<file path="config.mk">
export PLATFORM = sky130hd
export DESIGN_NAME = lru_key_value_cache
export DESIGN_NICKNAME = d
export VERILOG_FILES = /design/src/rtl/lkvc_pkg.sv /design/src/rtl/lkvc_recency.sv /design/src/rtl/lru_key_value_cache.sv
export SDC_FILE = /design/constraint.sdc
export NUM_CORES = 1
export LEC_CHECK = 0
export ABC_AREA = 1
export BUFFER_PORTS_ARGS = -buffer_cell sky130_fd_sc_hd__buf_4
export CORE_MARGIN = 3
export CORE_UTILIZATION = 50
export CTS_CLUSTER_SIZE = 25
export DETAILED_ROUTE_END_ITERATION = 10
export MAX_ROUTING_LAYER = met4
export PLACE_DENSITY = 0.66
export SLEW_MARGIN = 40
export SYNTH_ARGS = -nofsm -noshare
export SYNTH_HDL_FRONTEND = slang
export SYNTH_HIERARCHICAL = 1
export SYNTH_SLANG_ARGS = --single-unit
</file>
<file path="constraint.sdc">
create_clock -name clk_i -period 5.4 [get_ports clk_i]
set_clock_uncertainty 0.2 [all_clocks]
set_input_delay 0.54 -clock clk_i [delete_from_list [all_inputs] [get_ports clk_i]]
set_output_delay 0.54 -clock clk_i [all_outputs]
set_load 0.05 [all_outputs]
</file>
<file path="src/rtl/lkvc_pkg.sv">
// ----------------------------------------------------------------------------
// lkvc_pkg
// Shared types and constants for the LRU key-value cache.
// ----------------------------------------------------------------------------
package lkvc_pkg;

  // Fixed widths of the stream payload and the configuration register.
  localparam int unsigned FieldBits   = 32;
  localparam int unsigned STdataBits  = 2 * FieldBits;
  localparam int unsigned MTdataBits  = FieldBits;
  localparam int unsigned CfgBits     = 5;
  localparam logic [CfgBits-1:0] CapReset = 5'd16;

  // Operation carried on the request side-band.
  typedef enum logic {
    KIND_LOOKUP = 1'b0,
    KIND_STORE  = 1'b1
  } kind_e;

  // Command to the recency tracker.
  typedef enum logic [1:0] {
    RANK_HOLD,
    RANK_TOUCH,
    RANK_FILL
  } rank_op_e;

endpackage

</file>
<file path="src/rtl/lkvc_recency.sv">
// ----------------------------------------------------------------------------
// lkvc_recency
// Per-entry recency ranks (0 = most recent) and the oldest-entry search.
// ----------------------------------------------------------------------------
module lkvc_recency #(
  parameter int unsigned DEPTH = 16
) (
  input  logic                                     clk_i,
  input  logic                                     rst_ni,
  input  lkvc_pkg::rank_op_e                       op_i,
  input  logic [(DEPTH > 1 ? $clog2(DEPTH) : 1)-1:0] idx_i,
  input  logic [$clog2(DEPTH + 1)-1:0]             count_i,
  output logic [(DEPTH > 1 ? $clog2(DEPTH) : 1)-1:0] oldest_o
);
  import lkvc_pkg::*;

  localparam int unsigned IdxW = (DEPTH > 1) ? $clog2(DEPTH) : 1;
  localparam int unsigned CntW = $clog2(DEPTH + 1);

  logic [IdxW-1:0] rank_q [DEPTH];
  logic [CntW-1:0] ref_rank;
  logic [CntW-1:0] last_rank;

  // Entries with a rank below the reference age by one.
  always_comb begin
    unique case (op_i)
      RANK_FILL:  ref_rank = count_i;
      RANK_TOUCH: ref_rank = CntW'(rank_q[idx_i]);
      default:    ref_rank = '0;
    endcase
  end

  assign last_rank = count_i - CntW'(1);

  always_comb begin
    oldest_o = '0;
    for (int i = 0; i < DEPTH; i++) begin
      if ((CntW'(i) < count_i) && (CntW'(rank_q[i]) == last_rank)) begin
        oldest_o = IdxW'(i);
      end
    end
  end

  // The target entry takes rank 0; the others age or hold.
  always_ff @(posedge clk_i or negedge rst_ni) begin
    if (!rst_ni) begin
      for (int i = 0; i < DEPTH; i++) begin
        rank_q[i] <= '0;
      end
    end else if (op_i != RANK_HOLD) begin
      for (int i = 0; i < DEPTH; i++) begin
        if (IdxW'(i) == idx_i) begin
          rank_q[i] <= '0;
        end else if ((CntW'(i) < count_i) && (CntW'(rank_q[i]) < ref_rank)) begin
          rank_q[i] <= rank_q[i] + IdxW'(1);
        end
      end
    end
  end

endmodule

</file>
<file path="src/rtl/lru_key_value_cache.sv">
// ----------------------------------------------------------------------------
// lru_key_value_cache
// Fully associative key-value store with least-recently-used replacement.
// ----------------------------------------------------------------------------
//
//  channel   | dir | payload                           | handshake
//  ----------+-----+-----------------------------------+----------------------
//  s_axis    | in  | tuser: kind; tdata: key, value    | tvalid & tready
//  m_axis    | out | tuser: hit;  tdata: read_value    | tvalid & tready
//  cfg       | in  | cfg_wdata_i: capacity_limit       | cfg_we_i
//
//  One request per cycle sustained while the output is not stalled. A request
//  sits in the input register, where the key compare against all entries,
//  the recency update and the replacement choice happen; its response lands
//  in the output register at the edge on which it leaves the input register.
//  Reset empties the cache (fill count zero) and sets the capacity to 16.
//  A stalled output holds the response and the request behind it; s_axis
//  stays ready while the input register is empty or draining.
// ----------------------------------------------------------------------------
module lru_key_value_cache #(
  parameter int unsigned DEPTH      = 16,
  parameter int unsigned KEY_BITS   = 32,
  parameter int unsigned VALUE_BITS = 32
) (
  input  logic                                 clk_i,
  input  logic                                 rst_ni,
  // request stream
  input  logic                                 s_axis_tvalid,
  output logic                                 s_axis_tready,
  input  logic [lkvc_pkg::STdataBits-1:0]      s_axis_tdata,  // [31:0] key, [63:32] value
  input  lkvc_pkg::kind_e                      s_axis_tuser,  // [0] kind
  // response stream
  output logic                                 m_axis_tvalid,
  input  logic                                 m_axis_tready,
  output logic [lkvc_pkg::MTdataBits-1:0]      m_axis_tdata,  // [31:0] read_value
  output logic                                 m_axis_tuser,  // [0] hit
  // configuration
  input  logic                                 cfg_we_i,
  input  logic [lkvc_pkg::CfgBits-1:0]         cfg_wdata_i     // capacity_limit
);
  import lkvc_pkg::*;

  localparam int unsigned KeyW = (KEY_BITS < FieldBits) ? KEY_BITS : FieldBits;
  localparam int unsigned ValW = (VALUE_BITS < FieldBits) ? VALUE_BITS : FieldBits;
  localparam int unsigned IdxW = (DEPTH > 1) ? $clog2(DEPTH) : 1;
  localparam int unsigned CntW = $clog2(DEPTH + 1);
  localparam int unsigned CapW = (CntW > CfgBits) ? CntW : CfgBits;

  // Configuration
  logic [CfgBits-1:0] cap_q;

  always_ff @(posedge clk_i or negedge rst_ni) begin
    if (!rst_ni) begin
      cap_q <= CapReset;
    end else if (cfg_we_i) begin
      cap_q <= cfg_wdata_i;
    end
  end

  // Input register
  logic            in_valid_q;
  kind_e           in_kind_q;
  logic [KeyW-1:0] in_key_q;
  logic [ValW-1:0] in_val_q;
  logic            advance;
  logic            s_fire;

  assign advance       = in_valid_q && (!m_axis_tvalid || m_axis_tready);
  assign s_axis_tready = !in_valid_q || advance;
  assign s_fire        = s_axis_tvalid && s_axis_tready;

  always_ff @(posedge clk_i or negedge rst_ni) begin
    if (!rst_ni) begin
      in_valid_q <= 1'b0;
    end else if (s_axis_tready) begin
      in_valid_q <= s_axis_tvalid;
    end
  end

  always_ff @(posedge clk_i) begin
    if (s_fire) begin
      in_kind_q <= s_axis_tuser;
      in_key_q  <= s_axis_tdata[KeyW-1:0];
      in_val_q  <= s_axis_tdata[FieldBits +: ValW];
    end
  end

  // Entry storage; entries below the fill count are in use
  logic [KeyW-1:0] key_q [DEPTH];
  logic [ValW-1:0] val_q [DEPTH];
  logic [CntW-1:0] count_q;

  // Effective capacity: zero acts as one, saturate at DEPTH
  logic [CapW-1:0] cap_ext;
  logic [CapW-1:0] cap_eff;
  logic            has_room;

  assign cap_ext  = CapW'(cap_q);
  assign cap_eff  = (cap_ext == '0) ? CapW'(1) :
                    (cap_ext > CapW'(DEPTH)) ? CapW'(DEPTH) : cap_ext;
  assign has_room = CapW'(count_q) < cap_eff;

  // Associative compare over all in-use entries; keys are distinct
  logic            hit;
  logic [IdxW-1:0] hit_idx;
  logic [ValW-1:0] hit_val;

  always_comb begin
    hit     = 1'b0;
    hit_idx = '0;
    hit_val = '0;
    for (int i = 0; i < DEPTH; i++) begin
      if ((CntW'(i) < count_q) && (key_q[i] == in_key_q)) begin
        hit     = 1'b1;
        hit_idx = hit_idx | IdxW'(i);
        hit_val = hit_val | val_q[i];
      end
    end
  end

  // Decide the update: touch on any hit, fill a free slot on a stored new key
  // while below capacity, otherwise replace the oldest entry; a lookup miss changes nothing.
  logic            is_store;
  rank_op_e        rank_op;
  logic [IdxW-1:0] tgt_idx;
  logic [IdxW-1:0] oldest_idx;
  logic            wr_key;
  logic            wr_val;
  logic [CntW-1:0] count_d;
  logic [ValW-1:0] rd_val;

  assign is_store = (in_kind_q == KIND_STORE);

  always_comb begin
    rank_op = RANK_HOLD;
    tgt_idx = hit_idx;
    wr_key  = 1'b0;
    wr_val  = 1'b0;
    count_d = count_q;
    if (advance) begin
      if (hit) begin
        rank_op = RANK_TOUCH;
        wr_val  = is_store;
      end else if (is_store) begin
        wr_key = 1'b1;
        wr_val = 1'b1;
        if (has_room) begin
          rank_op = RANK_FILL;
          tgt_idx = count_q[IdxW-1:0];
          count_d = count_q + CntW'(1);
        end else begin
          rank_op = RANK_TOUCH;
          tgt_idx = oldest_idx;
        end
      end
    end
  end

  assign rd_val = (!is_store && hit) ? hit_val : '0;

  lkvc_recency #(
    .DEPTH (DEPTH)
  ) u_recency (
    .clk_i    (clk_i),
    .rst_ni   (rst_ni),
    .op_i     (rank_op),
    .idx_i    (tgt_idx),
    .count_i  (count_q),
    .oldest_o (oldest_idx)
  );

  always_ff @(posedge clk_i or negedge rst_ni) begin
    if (!rst_ni) begin
      count_q <= '0;
    end else begin
      count_q <= count_d;
    end
  end

  always_ff @(posedge clk_i) begin
    if (wr_key) begin
      key_q[tgt_idx] <= in_key_q;
    end
    if (wr_val) begin
      val_q[tgt_idx] <= in_val_q;
    end
  end

  // Output register
  logic            out_hit_q;
  logic [ValW-1:0] out_val_q;
  logic            out_valid_q;

  always_ff @(posedge clk_i or negedge rst_ni) begin
    if (!rst_ni) begin
      out_valid_q <= 1'b0;
    end else if (advance) begin
      out_valid_q <= 1'b1;
    end else if (m_axis_tready) begin
      out_valid_q <= 1'b0;
    end
  end

  always_ff @(posedge clk_i) begin
    if (advance) begin
      out_hit_q <= hit;
      out_val_q <= rd_val;
    end
  end

  assign m_axis_tvalid = out_valid_q;
  assign m_axis_tuser  = out_hit_q;
  assign m_axis_tdata  = MTdataBits'(out_val_q);

endmodule
</file>
# Yosys cells after proc, flatten, opt, wreduce, memory -nomap -nowiden
# Memory sizes are Yosys's and may differ from the RTL's.
# Index checks and enable logic that the tools add are counted.
dict set report word_totals {
  register_bits 174
  mem_count 2
  mem_bits_rw 1024
  wordCells 356
}
dict set report classes {
  reduce_logical 92
  n_bitwise 17
  mux 119
  magnitude_cmp 35
  addsub 18
  eq_ne 48
}
# name depth word_bits rd rd_ports_with_merged_regs write_ports line
set memory_table {}
lappend memory_table {key_q 16 32 16 0 1 lru_key_value_cache.sv:89} ;# logic [KeyW-1:0] key_q [DEPTH];
lappend memory_table {val_q 16 32 16 0 1 lru_key_value_cache.sv:90} ;# logic [ValW-1:0] val_q [DEPTH];
# cell count
set ops {}
lappend ops {{equality test 32 bit} 16}
lappend ops {{2-to-1 mux 32 bit} 16}
lappend ops {{OR 32 bit} 15}
lappend ops {{2-to-1 mux 4 bit} 54}
lappend ops {{< comparator 4 x 5 -> 1 bit} 16}
lappend ops {{equality test 4 x 5 -> 1 bit} 15}
lappend ops {{adder 4 x 1 -> 4 bit, second input constant} 16}
lappend ops {{logical AND 1 bit} 50}
lappend ops {{< comparator 4 x 5 -> 1 bit, first input constant} 8}
lappend ops {{nonzero test 2 bit} 18}
lappend ops {{equality test 4 bit, first input constant} 8}
lappend ops {{AND reduction 2 bit} 16}
lappend ops {{2-to-1 mux 1 bit} 29}
lappend ops {{2-to-1 mux 3 bit} 8}
lappend ops {{< comparator 3 x 5 -> 1 bit, first input constant} 4}
lappend ops {{binary-select mux 4 bit (select 4 bit)} 1}
lappend ops {{equality test 3 x 4 -> 1 bit, first input constant} 4}
lappend ops {{2-to-1 mux 2 bit} 8}
lappend ops {{< comparator 1 x 5 -> 1 bit, first input constant} 2}
lappend ops {{< comparator 2 x 5 -> 1 bit, first input constant} 2}
lappend ops {{2-to-1 mux 5 bit} 2}
lappend ops {{one-hot mux 5 bit (2 select lines)} 1}
lappend ops {{equality test 2 x 4 -> 1 bit, first input constant} 2}
lappend ops {{adder 5 x 1 -> 5 bit, second input constant} 1}
lappend ops {{14 further kinds} 17}

# Depth between registers and ports, before layout
# An unclocked memory read counts as a cell.
dict set report logic_depth {
  word_depth 34
  ltp_mapped 50
  depth_no_buf 47
}

# Hierarchy
# Netlist, hierarchy kept.
# module cells_each instances seq_area_each_um2 area_each_um2
set by_module_without_submodules {}
lappend by_module_without_submodules {lru_key_value_cache 3987 1 33993.9 47697.0}
lappend by_module_without_submodules {lkvc_recency 970 1 1601.5 6602.6}

# Worst setup path before layout
# Ideal clock, no wire load.
dict set report synth_path {
  path_type {register to register}
  from {reg count_q[0]}
  to {mem key_q[15][0] (netlist bit) (enable)}
  setup_ps 461
  n_path_buf 4
  path_slack_ps -549
  period_less_slack_ps 5949
  t_arrival_ps 5288
  path_stages_with_launch 21
  path_cell_list {dfrtp_1 inv_1 clkbuf_1 ha_1 buf_2 buf_2 buf_2 xnor2_1 nor3b_1 nand3_1 nor4_1 inv_1 o41ai_1 nor3_1 nand2_1 nand3_1 o21ai_0 nand3_1 nand2_1 nand2_1 nor3_1}
}
# item line
set synth_rtl {}
lappend synth_rtl {{start, declared} lru_key_value_cache.sv:91} ;# logic [CntW-1:0] count_q;
lappend synth_rtl {{start signal, assigned} lru_key_value_cache.sv:176} ;# count_q <= count_d;
lappend synth_rtl {{subtractor 5 x 1 -> 5 bit} lkvc_recency.sv:33} ;# assign last_rank = count_i - CntW'(1);
lappend synth_rtl {{equality test 4 x 5 -> 1 bit} lkvc_recency.sv:38} ;# if ((CntW'(i) < count_i) && (CntW'(rank_q[i]) == last_rank)) begin
lappend synth_rtl {{logical AND 1 bit} lkvc_recency.sv:38}
lappend synth_rtl {{2-to-1 mux 4 bit (7 in a row)} lkvc_recency.sv:38}
lappend synth_rtl {{2-to-1 mux 4 bit (*)} lkvc_recency.sv:38}
lappend synth_rtl {{named net oldest_idx[3]} lru_key_value_cache.sv:126} ;# logic [IdxW-1:0] oldest_idx;
lappend synth_rtl {{2-to-1 mux 4 bit (*)} lru_key_value_cache.sv:147} ;# if (has_room) begin
lappend synth_rtl {{2-to-1 mux 4 bit (*)} lru_key_value_cache.sv:144} ;# end else if (is_store) begin
lappend synth_rtl {{2-to-1 mux 4 bit (*)} lru_key_value_cache.sv:141} ;# if (hit) begin
lappend synth_rtl {{2-to-1 mux 4 bit (*)} lru_key_value_cache.sv:140} ;# if (advance) begin
lappend synth_rtl {{named net tgt_idx[3]} lru_key_value_cache.sv:125} ;# logic [IdxW-1:0] tgt_idx;
lappend synth_rtl {{end, declared} lru_key_value_cache.sv:89}
# The timed path passes the listed nets; every way through them passes the cells marked *.

# Final worst setup path
dict set report layout_path {
  from {reg in_key_q[1]}
  to {reg u_recency/rank_q[59] (netlist bit)}
}
dict set report layout_between {
  elab_chain_len 29
}
# item line
set layout_rtl {}
lappend layout_rtl {{start, declared} lru_key_value_cache.sv:63} ;# logic [KeyW-1:0] in_key_q;
lappend layout_rtl {{start signal, assigned} lru_key_value_cache.sv:83} ;# in_key_q <= s_axis_tdata[KeyW-1:0];
lappend layout_rtl {{equality test 32 bit} lru_key_value_cache.sv:113} ;# if ((CntW'(i) < count_q) && (key_q[i] == in_key_q)) begin
lappend layout_rtl {{logical AND 1 bit} lru_key_value_cache.sv:113}
lappend layout_rtl {{2-to-1 mux 1 bit (16 in a row)} lru_key_value_cache.sv:113}
lappend layout_rtl {{2-to-1 mux 4 bit} lru_key_value_cache.sv:141}
lappend layout_rtl {{2-to-1 mux 4 bit (*)} lru_key_value_cache.sv:140}
lappend layout_rtl {{named net tgt_idx[1]} lru_key_value_cache.sv:125}
lappend layout_rtl {{NOT 4 -> 5 bit (not written as such)} lkvc_recency.sv:28} ;# RANK_TOUCH: ref_rank = CntW'(rank_q[idx_i]);
lappend layout_rtl {{binary-select mux 4 bit (select 4 bit)} lkvc_recency.sv:28}
lappend layout_rtl {{2-to-1 mux 4 bit (not written as such) (2 in a row)} lkvc_recency.sv:28}
lappend layout_rtl {{one-hot mux 5 bit (2 select lines)} lkvc_recency.sv:26} ;# unique case (op_i)
lappend layout_rtl {{< comparator 4 x 5 -> 1 bit} lkvc_recency.sv:54} ;# end else if ((CntW'(i) < count_i) && (CntW'(rank_q[i]) < ref_rank)) begin
lappend layout_rtl {{logical AND 1 bit} lkvc_recency.sv:54}
lappend layout_rtl {{nonzero test 2 bit (no source line)} n/a}
lappend layout_rtl {{AND reduction 2 bit (no source line)} n/a}
lappend layout_rtl {{end signal, assigned by index} lkvc_recency.sv:55} ;# rank_q[i] <= rank_q[i] + IdxW'(1);
lappend layout_rtl {{end, declared} lkvc_recency.sv:20} ;# logic [IdxW-1:0] rank_q [DEPTH];
# The timed path passes the listed nets; every way through them passes the cells marked *. The select of a mux whose other input is x is not followed.
# A chain may end at the register's enable or synchronous reset.

==> results.json <==
{
  "synth_top_family_by_area": "simple AND/OR/NAND/NOR gates",
  "power.density_mw_per_mm2": 376,
  "viasPerCell": 5.50,
  "grt_overflow": 0,
  "timing.critical_path.slowest_cell_delay_ps": 640,
  "synth_common_cells": "edfxtp_1 (1122), nand2_1 (1031), inv_1 (876), nor2_1 (379), o22ai_1 (250)",
  "via_count": 37800,
  "io_pins": 110,
  "r2r-start": "in_key_q[1]$_DFFE_PP_",
  "clock-root-buffer": "clkbuf_16",
  "status": "finished, final reports clean",
  "grt_pass1_wl_um": 232000,
  "power.leakage_nw": 26.1,
  "drv_slew": 0,
  "synthArstFlopShare": 0.0634,
  "post-place-ws_ps": -21.6,
  "muxShareOfSynthArea": 0,
  "io_buffers": 109,
  "cp-end-kind": "flip-flop",
  "reg2reg_slack_ps": 60,
  "hold_violations": 0,
  "stdcell_area_mm2": 0.0637,
  "setup-violations-final": 0,
  "regToRegEndpoint": "u_recency/rank_q[59]$_DFFE_PN0P_",
  "cts_buffer_depth": 3,
  "worst_setup_path_start_kind": "flip-flop",
  "dpl_cell_area_mm2": 0.0584,
  "rsz0062_at_grt": "yes",
  "insertion_delay_ps": 760,
  "max_freq_ghz": 0.187,
  "synth_xor_area_frac": 0.0474,
  "antenna_found_initial": 2,
  "ys_top_cells_by_area": "edfxtp_1 (62%), nand2_1 (7.1%), inv_1 (6.1%)",
  "postRouteAntennaNets": 0,
  "clkSinkCount": 1198,
  "synth_area_per_cell_um2": 11.0,
  "synth_area_mm2": 0.0543,
  "hold_class": "input port to async pin",
  "ys_warn_count": 6,
  "area_delta_synth_final_pct": 17.3,
  "cp_data_arrival_time_ps": 5760,
  "slew_headroom": 0.430,
  "routed_wl_um": 158000,
  "h-tree-depth": 3,
  "routedWlPerCell_um": 23.0,
  "final.setup.tns_ps": 0,
  "drtPass1Iterations": 5,
  "n_antenna_cell": 0,
  "gr-usage-all-layers": 0.287,
  "core_mm2": 0.107,
  "rows": 120,
  "synth-seq-cells": 1198,
  "clk_pin_slew_ps": 60,
  "cts_buffers": 120,
  "synthDistinctLibCells": 60,
  "finalCritPeriodShare": 0.988,
  "synth_nets": 5106,
  "tritoncts": "yes",
  "path_max_fanout": 12,
  "required_ps": 5820,
  "yosysMostFrequentCell": "edfxtp_1",
  "drive_gt1_frac": 0.137,
  "seq_area_frac_synth": 0.656,
  "dieArea_mm2": 0.113,
  "first_global_vias": 35900,
  "syn_inst": 4957,
  "initial_utilization": 0.506,
  "dpl.hpwl_um": 97900,
  "slowest_stage": "edfxtp_1",
  "post-route-drc-count": 0,
  "synth_compound_area_frac": 0.0611,
  "die_w_um": 336,
  "first_iter_violations": 4349,
  "crit_top_cell": "nand2_1",
  "post-route-min-period_ps": 5340,
  "synthFlopType": "edfxtp_1",
  "ir_drop_mv": 0.327,
  "fin_ws_ps": 63.7,
  "place_congestion": 0.939,
  "worstSetupStartpoint": "in_key_q[1]$_DFFE_PP_",
  "max_cap_violations": 0,
  "synth_top_area_share": 0.620,
  "synth_area_leader_cell": "edfxtp_1",
  "die_h_um": 336,
  "ff2ff_path_depth": 34,
  "grt_max_degree": 77,
  "yosys.area_share.simple": 0.138,
  "total_power_w": 0.0240,
  "synth_edf_count": 1122,
  "nFillCells": 8515,
  "criticalPathCategory": "flip-flop to flip-flop",
  "nets": 5522,
  "worstMarginPinSlew_ps": 854,
  "synth-adder-area-share": 0.0171
}
-- layout by cell type (no fill, tap or decap), types with 66 or more instances in the layout --
cell	Yosys	routed
xnor2_1	226	226
xor2_1	68	67
ha_1	74	72
buf_4	45	313
dlygate4sd3_1	0	84
nor2_1	379	359
nand4_1	66	66
dfrtp_1	75	72
inv_1	876	856
clkbuf_16	0	122
edfxtp_1	1122	1122
nand3_1	185	180
o22ai_1	250	249
nand2_1	1031	1013
o21ai_0	115	100
-- area by class of cell --
cell class | instances | area (µm²) | share of cell area
Tap cell | 1403 | 1760 | 0.0276
Clock inverter | 82 | 867 | 0.0136
Inverter | 917 | 3460 | 0.0543
Multi-Input combinational cell | 2690 | 14800 | 0.232
Sequential cell | 1198 | 35600 | 0.559
Timing Repair Buffer | 446 | 4120 | 0.0646
Clock buffer | 144 | 3100 | 0.0487
-- stage by stage --
stage,cells,hold slack (ps),util
after global routing,6880,287,0.593
final,6880,254,0.593
after floorplan,4957,44.4,-
after global placement,6551,318,0.544
after CTS,6861,241,0.588
after detailed placement,6551,318,0.544
-- worst max-delay path, delay by kind of cell, from the launching register on --
| kind | cells | cell delay, ps |
|---|---|---|
| AO/OA/AOI/OAI | 6 | 930 |
| adder cells (fa/ha/maj) | 1 | 290 |
| flip-flops | 1 | 640 |
| AND/OR/NAND/NOR | 20 | 2070 |
| buffers and inverters | 7 | 1080 |
-- registers in the layout, summed over array words and instances, names as in the netlist --
signal,count
cap_ext,5
key_q,512
m_axis_tdata,32
in_valid_q,1
m_axis_tuser,1
m_axis_tvalid,1
in_key_q,32
val_q,512
in_val_q,32
count_q,5
in_kind_q,1
u_recency/rank_q,64
-- repair_timing --
action | in CTS | in global routing
hold endpoints to repair | 147 | 0
setup endpoints to repair | 7 | 64
gates resized for setup | 2 | 97
gates cloned | 0 | 3
pin swaps | 0 | 27
setup buffers | 0 | 16
hold buffers | 84 | 0
-- cells by family after synthesis --
family                     count (synthesis)
and+or+nand+nor                         1781
DFF                                     1198
xor gates and xnor gates                 294
adders and majority gates                 74
AOI/OAI and AO/OA                        541
buffers and inverters                   1069
-- how the worst max path moves through the flow --
stage	end	slack (ps)	cells after the start
after detailed placement	u_recency/rank_q[21]$_DFFE_PN0P_	-20	32
after global routing	u_recency/rank_q[59]$_DFFE_PN0P_	-290	35
final	u_recency/rank_q[59]$_DFFE_PN0P_	60	34
after CTS	u_recency/rank_q[24]$_DFFE_PN0P_	7	42
after global placement	u_recency/rank_q[40]$_DFFE_PN0P_	70	33
after floorplan	u_recency/rank_q[44]$_DFFE_PN0P_	-4	42
-- power by group --
group	internal [W]	leakage [nW]	switching, W	total [W]
sequential	0.0106	11.1	0.000552	0.0112
combinational	0.00164	13.0	0.00273	0.00438
clock	0.00478	1.94	0.00362	0.00840
total	0.0170	26.1	0.00691	0.0240
-- routing by layer --
layer,up-vias,track usage,wire length [µm]
met5,-,-,0
met2,1843,0.436,71800
met4,0,0.0892,5160
met1,18300,0.404,66400
met3,324,0.0399,14600
li1,17400,-,-
Power figures use the tool's default switching activity.
